==> config.mk <==
export PLATFORM = sky130hd
export DESIGN_NAME = websocket_frame_deframer
export DESIGN_NICKNAME = d
export VERILOG_FILES = /design/src/wdf_pkg.sv /design/src/wdf_parser.sv /design/src/wdf_obuf.sv /design/src/websocket_frame_deframer.sv
export SDC_FILE = /design/constraint.sdc
export NUM_CORES = 1
export LEC_CHECK = 0
export BUFFER_PORTS_ARGS = -buffer_cell sky130_fd_sc_hd__buf_2
export CAP_MARGIN = 20
export CORE_MARGIN = 2
export CORE_UTILIZATION = 50
export DETAILED_ROUTE_END_ITERATION = 10
export GPL_TIMING_DRIVEN = 0
export PLACE_DENSITY_LB_ADDON = 0.3
export SKIP_LAST_GASP = 1
export SYNTH_ARGS = -nofsm -noshare
export SYNTH_HDL_FRONTEND = slang
export SYNTH_SLANG_ARGS = --single-unit
==> constraint.sdc <==
create_clock -name clk -period 3 [get_ports clk]
set_input_delay 0.45 -clock clk [delete_from_list [all_inputs] [get_ports clk]]
set_output_delay 0.45 -clock clk [all_outputs]
set_load 0.1 [all_outputs]
==> src/wdf_pkg.sv <==
// ----------------------------------------------------------------------------
// wdf_pkg - shared types for the WebSocket frame deframer
// Parser phase codes and the result record passed to the output buffer.
// ----------------------------------------------------------------------------
package wdf_pkg;

  localparam int unsigned ByteW   = 8;
  localparam int unsigned OpW     = 4;
  localparam int unsigned LenW    = 16;
  localparam int unsigned KeyW    = 32;
  localparam int unsigned CountW  = 3;

  localparam logic [6:0] LenCode16 = 7'd126;
  localparam logic [6:0] LenCode64 = 7'd127;

  typedef enum logic [2:0] {
    PH_HDR0  = 3'd0,
    PH_HDR1  = 3'd1,
    PH_LENHI = 3'd2,
    PH_LENLO = 3'd3,
    PH_SKIP  = 3'd4,
    PH_KEY   = 3'd5,
    PH_DATA  = 3'd6
  } phase_t;

  typedef struct packed {
    logic [ByteW-1:0] data_byte;
    logic [OpW-1:0]   frame_opcode;
    logic             has_data;
    logic             last;
    logic             error;
  } result_t;

endpackage

==> src/wdf_parser.sv <==
// ----------------------------------------------------------------------------
// wdf_parser - frame header parser and payload unmasker
// Holds the per-frame state; each accepted byte updates it and may
// produce one result, presented combinationally.
// ----------------------------------------------------------------------------
module wdf_parser (
  input  logic                  clk,
  input  logic                  rst_n,
  input  logic                  take,
  input  logic [7:0]            in_byte,
  output logic                  res_valid,
  output wdf_pkg::result_t      res
);
  import wdf_pkg::*;

  phase_t            phase_r, phase_nxt;
  logic [OpW-1:0]    opcode_r, opcode_nxt;
  logic              mask_r, mask_nxt;
  logic [LenW-1:0]   len_r, len_nxt;
  logic [KeyW-1:0]   key_r, key_nxt;
  logic [CountW-1:0] count_r, count_nxt;
  logic              halted_r, halted_nxt;

  logic [6:0]        code;
  logic [LenW-1:0]   len_dec;
  logic [CountW-1:0] count_inc;
  logic [ByteW-1:0]  key_byte;

  assign code      = in_byte[6:0];
  assign len_dec   = len_r - LenW'(1);
  assign count_inc = count_r + CountW'(1);

  always_comb begin
    case (count_r[1:0])
      2'd0:    key_byte = key_r[31:24];
      2'd1:    key_byte = key_r[23:16];
      2'd2:    key_byte = key_r[15:8];
      default: key_byte = key_r[7:0];
    endcase
  end

  // next state
  always_comb begin
    phase_nxt  = phase_r;
    opcode_nxt = opcode_r;
    mask_nxt   = mask_r;
    len_nxt    = len_r;
    key_nxt    = key_r;
    count_nxt  = count_r;
    halted_nxt = halted_r;
    if (!halted_r) begin
      unique case (phase_r)
        PH_HDR1: begin
          mask_nxt = in_byte[7];
          if (code == LenCode16) begin
            phase_nxt = PH_LENHI;
          end else if (code == LenCode64) begin
            count_nxt = '0;
            phase_nxt = PH_SKIP;
          end else begin
            len_nxt = LenW'(code);
            if (in_byte[7]) begin
              count_nxt = '0;
              key_nxt   = '0;
              phase_nxt = PH_KEY;
            end else begin
              count_nxt = '0;
              phase_nxt = (code == 7'd0) ? PH_HDR0 : PH_DATA;
            end
          end
        end
        PH_LENHI: begin
          len_nxt   = {in_byte, 8'h00};
          phase_nxt = PH_LENLO;
        end
        PH_LENLO: begin
          len_nxt   = {len_r[15:8], in_byte};
          count_nxt = '0;
          if (mask_r) begin
            key_nxt   = '0;
            phase_nxt = PH_KEY;
          end else begin
            phase_nxt = ({len_r[15:8], in_byte} == '0) ? PH_HDR0 : PH_DATA;
          end
        end
        PH_SKIP: begin
          count_nxt = count_inc;
          if (count_inc == '0) begin
            halted_nxt = 1'b1;
            phase_nxt  = PH_HDR0;
          end
        end
        PH_KEY: begin
          key_nxt   = {key_r[23:0], in_byte};
          count_nxt = count_inc;
          if (count_inc >= CountW'(4)) begin
            count_nxt = '0;
            phase_nxt = (len_r == '0) ? PH_HDR0 : PH_DATA;
          end
        end
        PH_DATA: begin
          count_nxt = {1'b0, count_r[1:0] + 2'd1};
          len_nxt   = len_dec;
          if (len_dec == '0) phase_nxt = PH_HDR0;
        end
        default: begin
          opcode_nxt = in_byte[3:0];
          phase_nxt  = PH_HDR1;
        end
      endcase
    end
  end

  // result
  always_comb begin
    res_valid        = 1'b0;
    res.data_byte    = '0;
    res.frame_opcode = opcode_r;
    res.has_data     = 1'b0;
    res.last         = 1'b0;
    res.error        = 1'b0;
    if (take && !halted_r) begin
      unique case (phase_r)
        PH_HDR1: begin
          if (code != LenCode16 && code != LenCode64 && !in_byte[7] && code == 7'd0) begin
            res_valid = 1'b1;
            res.last  = 1'b1;
          end
        end
        PH_LENLO: begin
          if (!mask_r && {len_r[15:8], in_byte} == '0) begin
            res_valid = 1'b1;
            res.last  = 1'b1;
          end
        end
        PH_SKIP: begin
          if (count_inc == '0) begin
            res_valid = 1'b1;
            res.error = 1'b1;
          end
        end
        PH_KEY: begin
          if (count_inc >= CountW'(4) && len_r == '0) begin
            res_valid = 1'b1;
            res.last  = 1'b1;
          end
        end
        PH_DATA: begin
          res_valid     = 1'b1;
          res.has_data  = 1'b1;
          res.data_byte = mask_r ? (in_byte ^ key_byte) : in_byte;
          res.last      = (len_dec == '0);
        end
        default: begin
          res_valid = 1'b0;
        end
      endcase
    end
  end

  always_ff @(posedge clk) begin
    if (!rst_n) begin
      phase_r  <= PH_HDR0;
      opcode_r <= '0;
      mask_r   <= 1'b0;
      len_r    <= '0;
      key_r    <= '0;
      count_r  <= '0;
      halted_r <= 1'b0;
    end else if (take) begin
      phase_r  <= phase_nxt;
      opcode_r <= opcode_nxt;
      mask_r   <= mask_nxt;
      len_r    <= len_nxt;
      key_r    <= key_nxt;
      count_r  <= count_nxt;
      halted_r <= halted_nxt;
    end
  end

endmodule

==> src/wdf_obuf.sv <==
// ----------------------------------------------------------------------------
// wdf_obuf - result register with skid stage
// Two-entry buffer; upstream stall is driven from a register only.
// ----------------------------------------------------------------------------
module wdf_obuf (
  input  logic             clk,
  input  logic             rst_n,
  input  logic             push,
  input  wdf_pkg::result_t push_data,
  output logic             full,
  output logic             out_valid,
  input  logic             out_stall,
  output wdf_pkg::result_t out_data
);
  import wdf_pkg::*;

  logic    out_v_r, out_v_nxt;
  logic    skid_v_r, skid_v_nxt;
  result_t out_d_r, out_d_nxt;
  result_t skid_d_r, skid_d_nxt;

  assign full      = skid_v_r;
  assign out_valid = out_v_r;
  assign out_data  = out_d_r;

  always_comb begin
    out_v_nxt  = out_v_r;
    out_d_nxt  = out_d_r;
    skid_v_nxt = skid_v_r;
    skid_d_nxt = skid_d_r;
    if (!out_v_r || !out_stall) begin
      out_v_nxt  = skid_v_r || push;
      out_d_nxt  = skid_v_r ? skid_d_r : push_data;
      skid_v_nxt = 1'b0;
    end else if (push) begin
      skid_v_nxt = 1'b1;
      skid_d_nxt = push_data;
    end
  end

  always_ff @(posedge clk) begin
    if (!rst_n) begin
      out_v_r  <= 1'b0;
      skid_v_r <= 1'b0;
    end else begin
      out_v_r  <= out_v_nxt;
      skid_v_r <= skid_v_nxt;
    end
  end

  always_ff @(posedge clk) begin
    out_d_r  <= out_d_nxt;
    skid_d_r <= skid_d_nxt;
  end

endmodule

==> src/websocket_frame_deframer.sv <==
// ----------------------------------------------------------------------------
// websocket_frame_deframer - WebSocket receive-side frame parser
// Input: one stream byte per transaction (in_valid / in_stall / in_byte).
// Output: one result per payload byte (unmasked data, opcode, last marker),
// one marker per empty frame, and one error result once the eight length
// bytes after a 64-bit length code are skipped; the block then ignores
// all input until reset. Other header bytes produce no result.
// Throughput: one byte per clock cycle while in_stall is low. Each
// result is registered before it appears on the out_ port.
// The parser state updates once per accepted byte; results go through a
// result register backed by a skid stage, so out_stall reaches in_stall
// only through a register: in_stall rises in the cycle after a stalled
// result is followed by another, and no result is lost.
// Reset (rst_n low, synchronous) returns the parser to awaiting the first
// header byte, clears the halt and empties both result stages.
// ----------------------------------------------------------------------------
module websocket_frame_deframer (
  input  logic       clk,
  input  logic       rst_n,
  input  logic       in_valid,
  output logic       in_stall,
  input  logic [7:0] in_byte,
  output logic       out_valid,
  input  logic       out_stall,
  output logic [7:0] out_data_byte,
  output logic [3:0] out_frame_opcode,
  output logic       out_has_data,
  output logic       out_last,
  output logic       out_error
);
  import wdf_pkg::*;

  logic    take;
  logic    res_valid;
  logic    full;
  result_t res;
  result_t out_res;

  assign in_stall = full;
  assign take     = in_valid && !full;

  wdf_parser u_parser (
    .clk       (clk),
    .rst_n     (rst_n),
    .take      (take),
    .in_byte   (in_byte),
    .res_valid (res_valid),
    .res       (res)
  );

  wdf_obuf u_obuf (
    .clk       (clk),
    .rst_n     (rst_n),
    .push      (res_valid),
    .push_data (res),
    .full      (full),
    .out_valid (out_valid),
    .out_stall (out_stall),
    .out_data  (out_res)
  );

  assign out_data_byte    = out_res.data_byte;
  assign out_frame_opcode = out_res.frame_opcode;
  assign out_has_data     = out_res.has_data;
  assign out_last         = out_res.last;
  assign out_error        = out_res.error;

endmodule
# Word level (Yosys, flattened, before mapping)
# Index checks and enable logic that the tools add are counted.
word_totals:
  regBits: 92
  wordCells: 122
  inputBits: 12
op_classes:
  eq_ne: 19
  bitwise: 6
  muxes: 38
  n_lt_le_gt_ge: 1
  add_sub_neg: 3
  n_reduce_logical: 35
op_table:
  columns: ["operator", "count"]
  rows:
  - ["$mux 32", 4]
  - ["$pmux 32 s3", 1]
  - ["$pmux 16 s4", 1]
  - ["$logic_not 16->1", 3]
  - ["$mux 3", 13]
  - ["$mux 16", 2]
  - ["$mux 8", 3]
  - ["$pmux 8 s3", 1]
  - ["$pmux 3 s6", 1]
  - ["$sub 16x1->16 const B", 1]
  - ["$mux 15", 1]
  - ["$pmux 3 s5", 1]
  - ["$eq 7x7->1 const B", 2]
  - ["$ne 7x7->1 const B", 2]
  - ["$reduce_and 5->1", 2]
  - ["$eq 3x3->1 const B", 3]
  - ["$mux 1", 8]
  - ["$ne 2x1->1 const B", 4]
  - ["$xor 8x8->8", 1]
  - ["$logic_and 1x1->1", 7]
  - ["$logic_not 7->1", 1]
  - ["$reduce_and 7->1", 1]
  - ["$eq 3x2->1 const B", 2]
  - ["$logic_not 1->1", 6]
  - ["other kinds (22)", 31]

# Logic depth before layout (Yosys ltp)
logic_depth:
  depth_word: 8
  ltp_mapped: 10
  ltp_nobuf: 7

# Modules after synthesis
# A second synthesis with hierarchy kept.
hier_totals:
  cells_unflattened: 546
  area_unflattened_um2: 4946.0
by_module_without_submodules:
  columns: ["mod", "instances", "cells_per_inst", "area_each_um2"]
  rows:
  - ["wdf_parser", 1, 491, 3726.1]
  - ["wdf_obuf", 1, 54, 1206.2]
  - ["websocket_frame_deframer", 1, 1, 13.8]

# Worst setup path after synthesis
# Ideal clock, no wire load.
synth_path:
  kind: "reg-to-reg"
  start: "register u_parser.len_r[0]"
  end: "register u_obuf.skid_d_r[0] in the netlist's numbering, enable pin"
  synth_period_minus_slack_ns: 2.951
  path_slack_ns: 0.049
  arrival_time_ns: 2.565
  setup_ns: 0.387
  path_stages_with_launch: 11
  path_cell_list: "dfxtp_1 buf_2 inv_1 ha_1 buf_2 or4b_1 buf_2 nor4_4 and3_1 o31ai_2 nor2_1"
synth_between:
  elab_chain_len: 6
synth_lines:
  columns: ["item", "line", "rtl"]
  rows:
  - ["start, declared", "wdf_parser.sv:19", "logic [LenW-1:0] len_r, len_nxt;"]
  - ["start signal, assigned", "wdf_parser.sv:174", "len_r <= len_nxt;"]
  - ["$logic_not 16->1", "wdf_parser.sv:143", "if (count_inc >= CountW'(4) && len_r == '0) begin"]
  - ["$logic_and 1x1->1", "wdf_parser.sv:143", null]
  - ["$mux 1", "wdf_parser.sv:143", null]
  - ["$pmux 1 s5", "wdf_parser.sv:123", "unique case (phase_r)"]
  - ["$mux 1", "wdf_parser.sv:122", "if (take && !halted_r) begin"]
  - ["$reduce_and 2->1 (no source line)", null, null]
  - ["end signal, assigned", "wdf_obuf.sv:53", "skid_d_r <= skid_d_nxt;"]
  - ["end, declared", "wdf_obuf.sv:20", "result_t skid_d_r, skid_d_nxt;"]
# Every way passes these cells.
# A chain may end at the register's enable or synchronous reset.

# Worst setup path in the final report
layout_path:
  start: "register u_parser.len_r[1]"
  end: "register u_obuf.skid_d_r[8] in the netlist's numbering, enable pin"
# Same word-level chain as after synthesis.

==> metrics.txt <==
final net count=596; Mean Syn Cell Area=9.05 um^2; Post-Route WL=12.8 mm; Worst-path clk slew=100 ps; gpl congestion=0.950; Max Transition Viols Final=0; commonest non-fill, non-tap cells in the layout=dfxtp_1 (61), a21oi_1 (48), nor2_1 (40); setup slack at placement=-41.0 ps; RR Startpoint=u_parser.len_r[1]; IO Count=29; yosys warns=0; WHS=365 ps; GRT overflow=0; Slew HR=0.494; Area growth syn-to-layout=11.5%; Setup violations, final=0; Post-Synthesis Cell Area=4870 um^2; CTS root buf=clkbuf_8; Slew @ Worst Pin=758 ps; final setup margin=104 ps; cell count after synthesis=538; CTS sink count=92; startpoint types=flop; Post-CTS Hold Buffers=0; Num CTS Buffers=9; CTS tree=done; Placed Instances=696; placed cell area=5160 um^2; ant diodes=0; Seq/Total Area, Yosys=0.440; crit share post-route=0.965; clk_skew=13.1 ps; Critical Path AT=2980 ps; synthesized flop and latch total=92; main flop type after synthesis=dfxtp_1; CTS H-tree lvls=3; top post-synthesis cells by area=dfxtp_1 (25%), edfxtp_1 (18%), a21oi_1 (4.9%); R2R setup slack=100 ps; largest net degree at the start of global routing=19; share of cells above drive strength 1=0.144; first-pass GRT wire length=20.6 mm; clock buffer depth=2; critical-path maximum fanout=9; outcome=finished clean; max cap viols=0; final std cells w/o fill=715; Row Count=36; net count after synthesis=557; leak pwr=2.02 nW; Critical R2R Capture=u_obuf.skid_d_r[8]; Via Count=4,309; Worst Hold Class=in -> reg; EDFF count, synth=30; DR vias/cell=6.03; Hold Path Sink=u_parser.key_r[5]; DR WL/cell=17.9 um; initial core utilization=0.508; total core area=9590 um^2; Max Freq=345 MHz; Req. time, crit path=3090 ps; Peak VDD IR=0.266 mV; DRC viols=0; WHS Path Cells=3; post-synthesis cell type count=74; top cell type's share of synthesized area=0.255; Iteration-0 DRC Markers=462; pwr/cell area=536 nW/um^2; Detail Route Antenna Nets=0; drt pass-1 iters=7; Final Hold Viols=0; die area=10,500 um^2; path depth of the worst reg2reg path=11; initial antenna violation count=0; fin crit period=2900 ps; Critical Setup Path Class=reg -> reg; total power=2.91 mW; Yosys top cell by area=dfxtp_1; vias in the first global route=3,995; hold_sp=in_byte[5]; Die W=103 um; crit end category=flop; clock latency on the worst-skew pair=370 ps; dpl hpwl=9.16 mm; Total GRT Usage=0.253; Die H=103 um; post-route cell area=5430 um^2; IO buf count=24; most common cell after layout, fill and taps aside=dfxtp_1; Async S/R FF share, synth=0
## worst max path at each step
| stage | startpoint | to | slack (ps) | cells past startpoint |
|---|---|---|---|---|
| floorplan | u_parser.len_r[0] | u_obuf.skid_d_r[0] | 50 | 10 |
| global placement | u_parser.len_r[0] | u_obuf.skid_d_r[10] | -450 | 10 |
| detailed placement | u_parser.len_r[0] | u_obuf.skid_d_r[10] | -40 | 11 |
| CTS | u_parser.len_r[0] | u_obuf.skid_d_r[8] | 30 | 11 |
| global route | u_parser.len_r[1] | u_obuf.skid_d_r[7] | -20 | 11 |
| finish | u_parser.len_r[1] | u_obuf.skid_d_r[8] | 100 | 11 |
## stage by stage
stage / utilization / setup TNS (ps)
final: 0.566 / 0
after floorplan: - / 0
after CTS: 0.560 / 0
after global placement: 0.537 / -6720
after detailed placement: 0.538 / -486
after global routing: 0.566 / -119
## synthesized netlist by cell type, types with 5 or more instances
cell and n:
a211oi_1 11, a21o_1 10, a21oi_1 48, a222oi_1 8, a31oi_1 6, buf_2 17
clkbuf_1 26, dfxtp_1 62, edfxtp_1 30, ha_1 7, inv_1 13, mux2i_1 6
nand2_1 23, nand2b_1 35, nand3_1 39, nand4_1 6, nor2_1 41, nor2b_1 11
nor3_1 8, o21ai_0 20, or4_1 7, xnor2_1 11, xor2_1 5
## state kept, by name, indices dropped and copies added (netlist names)
name / count
u_parser.key_r: 32
u_parser.len_r: 16
u_obuf.out_data: 15
u_obuf.skid_d_r: 15
u_parser.opcode_r: 4
u_parser.count_r: 3
u_parser.phase_r: 3
u_obuf.full: 1
u_obuf.out_valid: 1
u_parser.halted_r: 1
u_parser.mask_r: 1
## worst max-delay path: stages, from the launching register on
cell and delay, ps:
dfxtp_1 310, buf_2 160, inv_1 90, ha_1 160, buf_6 130, or4b_4 460
buf_6 150, nor4_4 360, and3_4 260, o31ai_2 90, nor2_2 260, buf_6 180
## cell families after synthesis
group,Yosys count,share of synthesized area
fa+ha+maj,7,0.0180
mux,10,0.0216
simple gates,210,0.245
compound gates,143,0.195
buf+inv,60,0.0522
flops,92,0.440
xor+xnor,16,0.0288
## metal layers
metal	track usage	vias up	part of all wire
met5	0	-	0
met4	0.0933	0	0.028
met3	0.0454	28	0.070
met2	0.389	168	0.45
met1	0.357	2070	0.45
li1	-	2043	-
## timing repair
item	CTS	global route
buffers inserted	0	3
setup endpoints to repair	12	12
gates cloned	0	1
resized for setup	1	13
pin swaps	0	3
## where the power goes
part | internal [mW] | switching (mW) | total (mW)
registers | 1.32 | 0.0341 | 1.35
logic | 0.248 | 0.430 | 0.678
clock network | 0.397 | 0.485 | 0.882
## layout make-up
cell class,count,area (um^2)
Buffer,44,205
Clock buffer,9,124
Clock inverter,7,83.8
Fill cell,867,4170
Inverter,15,56.3
Multi-Input combinational cell,386,2480
Sequential cell,92,2140
Tap cell,133,166
Timing Repair Buffer,29,165
(Power assumes the default switching activity.)
